<file path="src/rtl/core/trwa_pkg.sv">
// Shared constants and codes for the timestamp ring window average unit.
`default_nettype none

package trwa_pkg;

  localparam int DepthDefault = 16;

  localparam int SecW   = 24;
  localparam int NsecW  = 30;
  localparam int EntW   = SecW + NsecW;
  localparam int SumW   = 60;
  localparam int MeanW  = 54;
  localparam int CountW = 7;

  localparam logic [NsecW-1:0] NsPerSec = NsecW'(1000000000);

  localparam logic OpPush = 1'b0;
  localparam logic OpPop  = 1'b1;

endpackage

`default_nettype wire

</file>
<file path="src/rtl/core/trwa_ram.sv">
// Generic single-write, single-read RAM with registered read data.
`default_nettype none

module trwa_ram #(
  parameter int Width = 8,
  parameter int Depth = 16,
  localparam int AddrW = (Depth > 1) ? $clog2(Depth) : 1
) (
  input  wire logic             clk_i,
  input  wire logic             we_i,
  input  wire logic [AddrW-1:0] waddr_i,
  input  wire logic [Width-1:0] wdata_i,
  input  wire logic             re_i,
  input  wire logic [AddrW-1:0] raddr_i,
  output logic      [Width-1:0] rdata_o
);

  logic [Width-1:0] mem_q [Depth];

  always_ff @(posedge clk_i) begin
    if (we_i) begin
      mem_q[waddr_i] <= wdata_i;
    end
    if (re_i) begin
      rdata_o <= mem_q[raddr_i];
    end
  end

endmodule

`default_nettype wire

</file>
<file path="src/rtl/core/timestamp_ring_window_average_unit.sv">
// Top level: timestamp ring with running sum and bit-serial mean divider.
//
// An item is taken when start is high and busy is low; busy then stays high
// until the result has been shown. The result is on the output ports for one
// cycle with done_o high and cannot be held off by the receiver. A push on a
// ring that is not full multiplies, adds and then runs the divider; a push on
// a full ring first does one RAM read, one extra multiply and subtract. A pop
// reads, multiplies, subtracts and divides; a pop that leaves the ring empty
// does no divide, and a pop on an empty ring goes straight to the result. The
// restoring divider makes one quotient bit per cycle over the 60-bit sum. The sec-to-ns multiply
// and the sum add/subtract share one unit, used once per sample touched.
`default_nettype none

module timestamp_ring_window_average_unit
  #(
  parameter int DEPTH = trwa_pkg::DepthDefault
) (
  input  wire logic                         clk_i,
  input  wire logic                         rst_ni,
  input  wire logic                         start,
  output logic                              busy,
  input  wire logic                         op_i,
  input  wire logic [trwa_pkg::SecW-1:0]    sample_sec_i,
  input  wire logic [trwa_pkg::NsecW-1:0]   sample_nsec_i,
  output logic                              done_o,
  output logic      [trwa_pkg::SecW-1:0]    popped_sec_o,
  output logic      [trwa_pkg::NsecW-1:0]   popped_nsec_o,
  output logic                              popped_valid_o,
  output logic                              empty_error_o,
  output logic                              oldest_dropped_o,
  output logic      [trwa_pkg::CountW-1:0]  held_count_o,
  output logic      [trwa_pkg::MeanW-1:0]   mean_ns_o
);

  import trwa_pkg::*;

  localparam int IdxW  = (DEPTH > 1) ? $clog2(DEPTH) : 1;
  localparam int CntW  = $clog2(DEPTH + 1);
  localparam int ItW   = $clog2(SumW);

  localparam logic [2:0] StIdle = 3'd0;
  localparam logic [2:0] StRd   = 3'd1;
  localparam logic [2:0] StMul  = 3'd2;
  localparam logic [2:0] StAcc  = 3'd3;
  localparam logic [2:0] StDld  = 3'd4;
  localparam logic [2:0] StDiv  = 3'd5;
  localparam logic [2:0] StDone = 3'd6;

  logic [2:0]      state_q, state_d;
  logic [IdxW-1:0] wr_idx_q, rd_idx_q;
  logic [CntW-1:0] cnt_q;
  logic [SumW-1:0] sum_q;
  logic            op_q, sub_q, err_q, drop_q, pvalid_q;
  logic [ItW-1:0]  it_q;

  logic [EntW-1:0] in_ent_q, ent_q;
  logic [EntW-1:0] prod_q;
  logic [SumW-1:0] quo_q;
  logic [CntW-1:0] rem_q;

  logic [EntW-1:0] ram_rdata;
  logic            ram_we, ram_re;
  logic            accept;
  logic            full;
  logic [SumW-1:0] ns_val;
  logic [CntW:0]   trial;
  logic [CntW:0]   trial_diff;
  logic            trial_ge;
  logic [CntW-1:0] rem_next;

  assign accept = start && !busy;
  assign full   = (cnt_q == CntW'(DEPTH));
  assign ram_re = accept;
  assign ram_we = (state_q == StAcc) && !sub_q;

  trwa_ram #(
    .Width (EntW),
    .Depth (DEPTH)
  ) u_store (
    .clk_i   (clk_i),
    .we_i    (ram_we),
    .waddr_i (wr_idx_q),
    .wdata_i (ent_q),
    .re_i    (ram_re),
    .raddr_i (rd_idx_q),
    .rdata_o (ram_rdata)
  );

  // shared arithmetic: entry in ns, then add or subtract into the sum
  assign ns_val = SumW'(prod_q) + SumW'(ent_q[NsecW-1:0]);

  // one restoring divide step
  assign trial      = {rem_q, quo_q[SumW-1]};
  assign trial_diff = trial - {1'b0, cnt_q};
  assign trial_ge   = (trial >= {1'b0, cnt_q});
  assign rem_next   = trial_ge ? trial_diff[CntW-1:0] : trial[CntW-1:0];

  always_comb begin
    state_d = state_q;
    case (state_q)
      StIdle: begin
        if (accept) begin
          if (op_i == OpPop && cnt_q == '0) begin
            state_d = StDone;
          end else if (op_i == OpPop || full) begin
            state_d = StRd;
          end else begin
            state_d = StMul;
          end
        end
      end
      StRd:   state_d = StMul;
      StMul:  state_d = StAcc;
      StAcc: begin
        if (sub_q && op_q == OpPush) begin
          state_d = StMul;
        end else begin
          state_d = StDld;
        end
      end
      StDld: begin
        state_d = (cnt_q == '0) ? StDone : StDiv;
      end
      StDiv: begin
        if (it_q == ItW'(SumW - 1)) begin
          state_d = StDone;
        end
      end
      StDone: state_d = StIdle;
      default: state_d = StIdle;
    endcase
  end

  always_ff @(posedge clk_i or negedge rst_ni) begin
    if (!rst_ni) begin
      state_q  <= StIdle;
      wr_idx_q <= '0;
      rd_idx_q <= '0;
      cnt_q    <= '0;
      sum_q    <= '0;
      op_q     <= OpPush;
      sub_q    <= 1'b0;
      err_q    <= 1'b0;
      drop_q   <= 1'b0;
      pvalid_q <= 1'b0;
      it_q     <= '0;
    end else begin
      state_q <= state_d;
      case (state_q)
        StIdle: begin
          if (accept) begin
            op_q     <= op_i;
            err_q    <= (op_i == OpPop) && (cnt_q == '0);
            drop_q   <= (op_i == OpPush) && full;
            pvalid_q <= (op_i == OpPop) && (cnt_q != '0);
            sub_q    <= (op_i == OpPop) || full;
          end
        end
        StAcc: begin
          if (sub_q) begin
            sum_q    <= sum_q - ns_val;
            cnt_q    <= cnt_q - 1'b1;
            rd_idx_q <= (rd_idx_q == IdxW'(DEPTH - 1)) ? '0 : rd_idx_q + 1'b1;
            sub_q    <= 1'b0;
          end else begin
            sum_q    <= sum_q + ns_val;
            cnt_q    <= cnt_q + 1'b1;
            wr_idx_q <= (wr_idx_q == IdxW'(DEPTH - 1)) ? '0 : wr_idx_q + 1'b1;
          end
        end
        StDld:  it_q <= '0;
        StDiv:  it_q <= it_q + 1'b1;
        default: ;
      endcase
    end
  end

  always_ff @(posedge clk_i) begin
    case (state_q)
      StIdle: begin
        if (accept) begin
          in_ent_q <= {sample_sec_i, sample_nsec_i};
          ent_q    <= {sample_sec_i, sample_nsec_i};
        end
      end
      StRd:  ent_q  <= ram_rdata;
      StMul: prod_q <= ent_q[EntW-1:NsecW] * NsPerSec;
      StAcc: begin
        if (sub_q && op_q == OpPush) begin
          ent_q <= in_ent_q;
        end
      end
      StDld: begin
        quo_q <= sum_q;
        rem_q <= '0;
      end
      StDiv: begin
        quo_q <= {quo_q[SumW-2:0], trial_ge};
        rem_q <= rem_next;
      end
      default: ;
    endcase
  end

  assign busy             = (state_q != StIdle);
  assign done_o           = (state_q == StDone);
  assign popped_valid_o   = pvalid_q;
  assign empty_error_o    = err_q;
  assign oldest_dropped_o = drop_q;
  assign popped_sec_o     = pvalid_q ? ent_q[EntW-1:NsecW] : '0;
  assign popped_nsec_o    = pvalid_q ? ent_q[NsecW-1:0] : '0;
  assign held_count_o     = CountW'(cnt_q);
  assign mean_ns_o        = (cnt_q == '0) ? '0 : quo_q[MeanW-1:0];

  a_done_ends_busy : assert property (@(posedge clk_i) disable iff (!rst_ni)
    done_o |=> !busy)
    else $error("busy still high after result");

  a_accept_sets_busy : assert property (@(posedge clk_i) disable iff (!rst_ni)
    accept |=> busy)
    else $error("accepted item did not raise busy");

  a_count_bound : assert property (@(posedge clk_i) disable iff (!rst_ni)
    cnt_q <= CntW'(DEPTH))
    else $error("fill count beyond ring depth");

  a_flags_exclusive : assert property (@(posedge clk_i) disable iff (!rst_ni)
    done_o |-> $onehot0({popped_valid_o, empty_error_o, oldest_dropped_o}))
    else $error("conflicting result flags");

endmodule

`default_nettype wire

</file>
<file path="config.mk">
export PLATFORM = sky130hd
export DESIGN_NAME = timestamp_ring_window_average_unit
export DESIGN_NICKNAME = d
export VERILOG_FILES = /design/src/rtl/core/trwa_pkg.sv /design/src/rtl/core/trwa_ram.sv /design/src/rtl/core/timestamp_ring_window_average_unit.sv
export SDC_FILE = /design/constraint.sdc
export NUM_CORES = 2
export LEC_CHECK = 0
export ABC_AREA = 1
export BUFFER_PORTS_ARGS = -buffer_cell sky130_fd_sc_hd__buf_4
export CAP_MARGIN = 20
export CORE_MARGIN = 4
export CORE_UTILIZATION = 60
export DETAILED_ROUTE_END_ITERATION = 7
export GPL_TIMING_DRIVEN = 1
export PLACE_DENSITY = 0.82
export SETUP_SLACK_MARGIN = 0.15
export SLEW_MARGIN = 20
export SYNTH_ARGS = -nofsm -noshare
export SYNTH_HDL_FRONTEND = slang
export SYNTH_HIERARCHICAL = 1
export SYNTH_SLANG_ARGS = --single-unit
</file>
<file path="constraint.sdc">
create_clock -name clk_i -period 8.94 [get_ports clk_i]
set_clock_uncertainty 0.2 [all_clocks]
set_input_delay 1.788 -clock clk_i [delete_from_list [all_inputs] [get_ports clk_i]]
set_output_delay 1.788 -clock clk_i [all_outputs]
set_load 0.01 [all_outputs]
</file>
; Word level (Yosys, flattened, before mapping)
; Memory sizes are Yosys's and may differ from the RTL's. A register that Yosys moved wholly into a read port is not among the register bits.
; Cells that the tools add are included.
[op_classes]
div = 0
n_mul = 1
n_bitwise = 3
n_eq_ne = 13
add_sub_neg = 9
n_reduce_logical = 22
mux = 25
n_shift = 0
magnitude_cmp = 1
[ops]
columns = op, n
row1 = 2-to-1 mux 54 bit, 3
row2 = one-hot mux 54 bit (3 select lines), 1
row3 = one-hot mux 60 bit (2 select lines), 1
row4 = adder 60 x 55 -> 60 bit, 1
row5 = 2-to-1 mux 60 bit, 1
row6 = subtractor 60 x 55 -> 60 bit, 1
row7 = adder 54 x 30 -> 55 bit, 1
row8 = "multiplier 24 x 21 -> 45 bit, second input constant", 1
row9 = 2-to-1 mux 30 bit, 1
row10 = 2-to-1 mux 24 bit, 1
row11 = one-hot mux 3 bit (6 select lines), 1
row12 = 2-to-1 mux 3 bit, 4
row13 = one-hot mux 6 bit (2 select lines), 1
row14 = 2-to-1 mux 5 bit, 2
row15 = one-hot mux 5 bit (2 select lines), 1
row16 = AND reduction 2 bit, 5
row17 = "== test 3 bit, second input constant", 3
row18 = "adder 4 x 1 -> 4 bit, second input constant", 2
row19 = "== test 4 bit, second input constant", 2
row20 = 2-to-1 mux 4 bit, 2
row21 = "adder 6 x 1 -> 6 bit, second input constant", 1
row22 = "== test 3 x 2 -> 1 bit, second input constant", 2
row23 = "== test 6 bit, second input constant", 1
row24 = >= comparator 6 x 5 -> 1 bit, 1
row25 = other kinds (20), 34
[word_totals]
ram_bits = 864
input_bits = 58
reg_bits = 305
elab_cells = 91
memories = 1
out_inout_bits = 120
rom_bits = 0
latchBits = 0
[mem_list]
columns = name, depth, word_bits, rd, rd_clocked_by_memory_dff, write_ports, line_no
row1 = u_store.mem_q, 16, 54, 1, 1, 1, trwa_ram.sv:18  ; logic [Width-1:0] mem_q [Depth];

; Depth between registers and ports, before layout
[logic_depth]
word_depth = 6
ltp_mapped = 35

; Cells and area by module
; The synthesis kept the hierarchy.
[by_module_without_submodules]
columns = mod, seq_area_each_um2, cells_each, area_per_inst_um2, n_inst
row1 = trwa_ram, 27566.4, 3555, 38633.3, 1
row2 = timestamp_ring_window_average_unit, 8723.4, 3923, 31208.7, 1

; Worst setup path after synthesis
; Ideal clock, no wire load.
[synth_timing]
path_kind = register to register
startpoint = register ent_q[32]
endpoint = register prod_q[51] (data pin)
setup_ns = 0.260
arrival_ns = 6.017
t_required_ns = 8.480
period_less_slack_ns = 6.477
n_path_buf = 0
path_slack_ns = 2.463
path_stages_with_launch = 22
cell_sequence = edfxtp_1 inv_1 fa_1 fa_1 fa_1 fa_1 fa_1 fa_1 inv_1 fa_1 ha_1 nand2_1 nor2_1 inv_1 nor3_1 a21oi_1 o21ai_0 nand3_1 nand2_1 nand3_1 nand3_1 xor2_1
[synth_via]
elab_chain_len = 1
[synth_lines]
columns = element, line_no
row1 = "start, declared", timestamp_ring_window_average_unit.sv:56  ; logic [EntW-1:0] in_ent_q, ent_q;
row2 = "start signal, assigned", timestamp_ring_window_average_unit.sv:183  ; ent_q <= {sample_sec_i, sample_nsec_i};
row3 = "start signal, assigned", timestamp_ring_window_average_unit.sv:186  ; StRd: ent_q <= ram_rdata;
row4 = "start signal, assigned", timestamp_ring_window_average_unit.sv:190  ; ent_q <= in_ent_q;
row5 = multiplier 24 x 21 -> 45 bit, timestamp_ring_window_average_unit.sv:187  ; StMul: prod_q <= ent_q[EntW-1:NsecW] * NsPerSec;
row6 = "end signal, assigned", timestamp_ring_window_average_unit.sv:187
row7 = "end, declared", timestamp_ring_window_average_unit.sv:57  ; logic [EntW-1:0] prod_q;
; Every way passes these cells.
; A chain may end at the register's enable or synchronous reset.

; Worst setup path after layout
[layout_timing]
startpoint = register ent_q[36]
endpoint = register prod_q[50] (data pin)
; Same word-level chain as after synthesis.

==> flow_results.org <==
** Run status
- The flow ran to the end, and the final reports show no timing, DRC or antenna violations.

** Synthesis
- Yosys printed 6 warnings.
- In the post-synthesis netlist, the biggest area contributors are sky130_fd_sc_hd__edfxtp_1 49%, sky130_fd_sc_hd__nand2_1 12%, sky130_fd_sc_hd__inv_1 7.5%.
- Sequential fraction of the synthesis area :: 52.0%
- After Yosys synthesis, XOR and XNOR cells account for 1.96% of the synthesized area.
- The biggest area contributor in the post-synthesis netlist is sky130_fd_sc_hd__edfxtp_1.
- Cell count after synthesis :: approximately 7.5k
- Primary FF master, synth :: sky130_fd_sc_hd__edfxtp_1
- The top cell type by area accounts for between 40% and 50% of the synthesized area.
- The portion of synthesized area spent on multiplexers is 0.0484%.
- Simple logic cell fraction of the synthesized area :: between 20% and 30%
- After synthesis, the share of flip-flops with an asynchronous set or reset is 7.11%.
- Area of the mapped netlist :: 69,800 sq um
- Compound-Gate Fraction of Synth Area :: 3.48%
- sky130_fd_sc_hd__nand2_1 is the most common cell in the netlist.
- Dominant combinational cell family by area after synthesis :: simple AND/OR/NAND/NOR gates
- Post-synthesis adder-cell area fraction :: around 12%
- In this run, synthesis inferred 1,136 flip-flops with an integrated enable.
- The synthesized design contains roughly 1.2k register bits.
- A synthesized cell averages 9.34 sq um.
- In the synthesized netlist, the cells that appear most often are 2,197 x sky130_fd_sc_hd__nand2_1, 1,391 x sky130_fd_sc_hd__inv_1, 1,136 x sky130_fd_sc_hd__edfxtp_1.
- Counting distinct cell types in the post-synthesis netlist gives 60.

** Flow run
- Number of max-cap violations :: 0

** Timing
- The final-report hold violation count came to 0.
- The number of max-slew violations in the final report was 0.
- Highest attainable clock frequency :: 136 MHz
- Final worst path period share :: 82.0%
- In the post-route analysis, the smallest setup slack over all paths is 1.61 ns.
- Setup repair after global routing left no endpoint under its margin.
- Normalized max-slew margin :: 22.0%
- Final setup violation count :: 0
- The worst path in the final design needs a cycle of 7.33 ns, including I/O delays and setup.
- Worst hold-check slack :: 0.303 ns
- At the pin with the least slew margin, the transition time is 1.17 ns.
- Total Neg Setup Slack :: 0 ns

** CTS
- Number of clock sinks :: 1,223
- Post-CTS setup-driven buffer insertion count :: 0
- Counting along the longest clock path gives a buffer depth of 3.
- In this run, CTS created clock tree buffers numbering 120.
- Total of cells resized after clock tree synthesis :: 0
- The cell sitting at the root of the clock tree is a sky130_fd_sc_hd__clkbuf_16.
- TritonCTS built the clock tree.
- After clock tree synthesis, the clock-pin slew on the worst setup and hold paths is 0.06 ns.
- H-tree levels :: 3
- Clock latency on the worst-skew pair, taken at its later pin, is 0.74 ns.
- CTS Hold Buffers Added :: 0

** Hold path
- Hold WC Path Type :: register to register
- Source of the worst hold timing path :: sum_q[0]$_DFFE_PN0P_
- The worst hold path was traced through 2 stages.
- End of the worst hold path :: sum_q[0]$_DFFE_PN0P_

** Worst setup path
- The endpoint identified for the worst register-to-register timing path is prod_q[50]$_DFFE_PP_.
- Critical path peak fanout :: 24
- STA puts the critical path data arrival time at roughly 7.6 ns.
- Minimum setup slack among reg-to-reg paths :: 1.61 ns
- Setup CP Type :: register to register
- The worst register-to-register path has a depth of 23.
- Sort of element at the end of the critical path :: register
- The startpoint identified for the worst register-to-register timing path is ent_q[36]$_DFFE_PP_.
- STA classifies the critical path startpoint as a register.
- Worst path required time :: 9.17 ns

** Place
- Final weighted congestion in routability-driven placement :: 0.992
- Post-detailed-placement half-perimeter wirelength :: ~130 mm
- Post-Place Setup Slack :: 1.59 ns
- The count of buffers added on input and output ports is 175.

** Cells and area
- Util after Layout :: 66.6%
- FILL cells :: 8,727
- Final-stage net count :: 8,221
- Combined area of the multi-input logic cells :: 27,200 sq um
- Summing all flip-flop and latch instances after layout gives 36,300 sq um.
- Signed area change from the synthesized netlist to the final layout :: 9.68%
- The post-route netlist has 7.56% of its cells at a drive strength greater than 1.

** Power
- Total power of the final layout :: 11.2 mW
- Cell area power density :: ~150 nW/um^2
- The worst-case IR drop observed on VDD is 0.173 mV.
- Reported leakage power :: approximately 35 nW

** Route
- Routed wirelength normalized by instance count :: 21.0 um
- In this run, the number of DRC markers left after iteration 0 of detailed routing was 6,073.
- Number of nets with antenna violations after detailed routing :: 0
- Using the TritonRoute via totals, the vias-per-cell ratio works out to 5.70.
- The routed layout has 52.7k vias.
- Summed over all layers, the routed wires come to 194 mm.
- Residual DRC :: 0
- Number of iterations in the first detailed-routing pass :: 6

** Die
- Horizontal die dimension :: between 300 and 400 um
- Initial Utilization :: approximately three fifths
- The die is 349 um tall.
- The floorplan step defined a core boundary enclosing 115,000 sq um.
- IO Pins :: 178
- The initialized floorplan defines 124 standard-cell rows.
- The die covers roughly 120,000 sq um.

** GRT
- Maximum number of pins on one net before global-route repair :: 236
- Wire length of the first global-routing pass :: a little under 300 mm
- After global routing the overflow that remains totals 0.
- Vias in the first global route :: between 50k and 60k
- GR Util All Layers :: 31.6%
- Number of antenna violations at the first check in global routing :: 5
-- where the power goes --
part           leakage [nW]  total [mW]  switching (mW)  internal, mW
Combinational          21.8      0.0535          0.0294        0.0241
Clock                  1.89        4.98            2.19          2.79
Sequential             11.4        6.17               0          6.17
Total                  35.0        11.2            2.22          8.99
-- how the worst max path moves through the flow --
stage | from | end | slack (ns) | depth (start not counted)
6_report | ent_q[36]$_DFFE_PP_ | prod_q[50]$_DFFE_PP_ | 1.61 | 23
5_1_grt | ent_q[36]$_DFFE_PP_ | prod_q[50]$_DFFE_PP_ | 1.20 | 23
4_1_cts | ent_q[36]$_DFFE_PP_ | prod_q[50]$_DFFE_PP_ | 1.54 | 23
3_5_place_dp | ent_q[36]$_DFFE_PP_ | prod_q[50]$_DFFE_PP_ | 1.59 | 23
3_3_place_gp | ent_q[36]$_DFFE_PP_ | prod_q[50]$_DFFE_PP_ | 1.66 | 23
2_1_floorplan | ent_q[32]$_DFFE_PP_ | prod_q[51]$_DFFE_PP_ | 2.46 | 21
-- metal layers --
metal / vias to the layer above / global-route usage (%) / share of wire [%]
li1: 24261 / - / -
met1: 24919 / 42.9 / 39
met2: 2950 / 51.4 / 46
met3: 525 / 5.12 / 10
met4: 0 / 13.0 / 4.5
met5: - / 0 / 0
-- metrics by stage --
stage	cell area (sq um)	std cells
finish	76600	9233
CTS	76500	9230
detailed placement	72700	9006
global route	76600	9233
floorplan	69800	7479
global placement	72600	9005
-- worst max-delay path, cell delays in order (launching register included) --
cell                       delay [ns]
sky130_fd_sc_hd__edfxtp_1        1.02
sky130_fd_sc_hd__inv_1           0.30
sky130_fd_sc_hd__fa_1            0.59
sky130_fd_sc_hd__fa_1            0.45
sky130_fd_sc_hd__fa_1            0.54
sky130_fd_sc_hd__fa_1            0.52
sky130_fd_sc_hd__fa_1            0.55
sky130_fd_sc_hd__inv_1           0.06
sky130_fd_sc_hd__fa_1            0.56
sky130_fd_sc_hd__fa_1            0.42
sky130_fd_sc_hd__ha_1            0.39
sky130_fd_sc_hd__nand2_1         0.12
sky130_fd_sc_hd__nor2_1          0.10
sky130_fd_sc_hd__inv_1           0.05
sky130_fd_sc_hd__nor2_1          0.10
sky130_fd_sc_hd__nand2_1         0.07
sky130_fd_sc_hd__o211ai_1        0.12
sky130_fd_sc_hd__a21oi_1         0.12
sky130_fd_sc_hd__o21ai_0         0.33
sky130_fd_sc_hd__nand2_1         0.09
sky130_fd_sc_hd__nand2_1         0.10
sky130_fd_sc_hd__nand3_1         0.07
sky130_fd_sc_hd__nand2_1         0.08
sky130_fd_sc_hd__xor2_1          0.06
-- cell type report --
| type | instances | share of cell area [%] |
|---|---|---|
| Antenna cell | 1 | 0.00327 |
| Clock buffer | 151 | 4.11 |
| Clock inverter | 73 | 0.960 |
| Inverter | 1403 | 6.91 |
| Multi-Input combinational cell | 4610 | 35.5 |
| Sequential cell | 1223 | 47.4 |
| Tap cell | 1512 | 2.47 |
| Timing Repair Buffer | 260 | 2.68 |
-- state kept, by name, indices dropped and copies added, names as in the netlist --
register and cells:
sum_q 60, prod_q 45, quo_q 60, sub_q 1, rd_idx_q 4, empty_error_o 1, popped_valid_o 1, in_ent_q 54
it_q 6, rem_q 5, state_q 3, u_store/mem_q 864, u_store/rdata_o 54, cnt_q 5, wr_idx_q 4, op_q 1
ent_q 54, oldest_dropped_o 1
-- cell usage in the layout (no fill, tap or decap), drive strengths merged, types with 4 or more instances in the layout --
cell type,count
nand3,829
a31oi,29
o211ai,11
dfrtp,87
a211oi,6
nand2,2224
nor3,34
buf,260
clkinvlp,4
xor2,91
xnor2,62
nand3b,13
edfxtp,1136
o31ai,5
clkinv,57
clkbuf,151
o21ai,158
fa,228
nor2,312
a21o,14
or2,17
a21oi,159
a221oi,4
nand4,28
o21a,7
bufinv,10
a22oi,20
nor4,11
o21bai,6
ha,317
inv,1405
-- cell families after synthesis --
group	Yosys count
other	1
AND/OR/NAND/NOR	3476
XOR/XNOR	153
buffers and inverters	1646
adder cells (fa/ha/maj)	545
AO/OA/AOI/OAI	431
multiplexers	3
flip-flops	1223
Power figures use the tool's default switching activity.
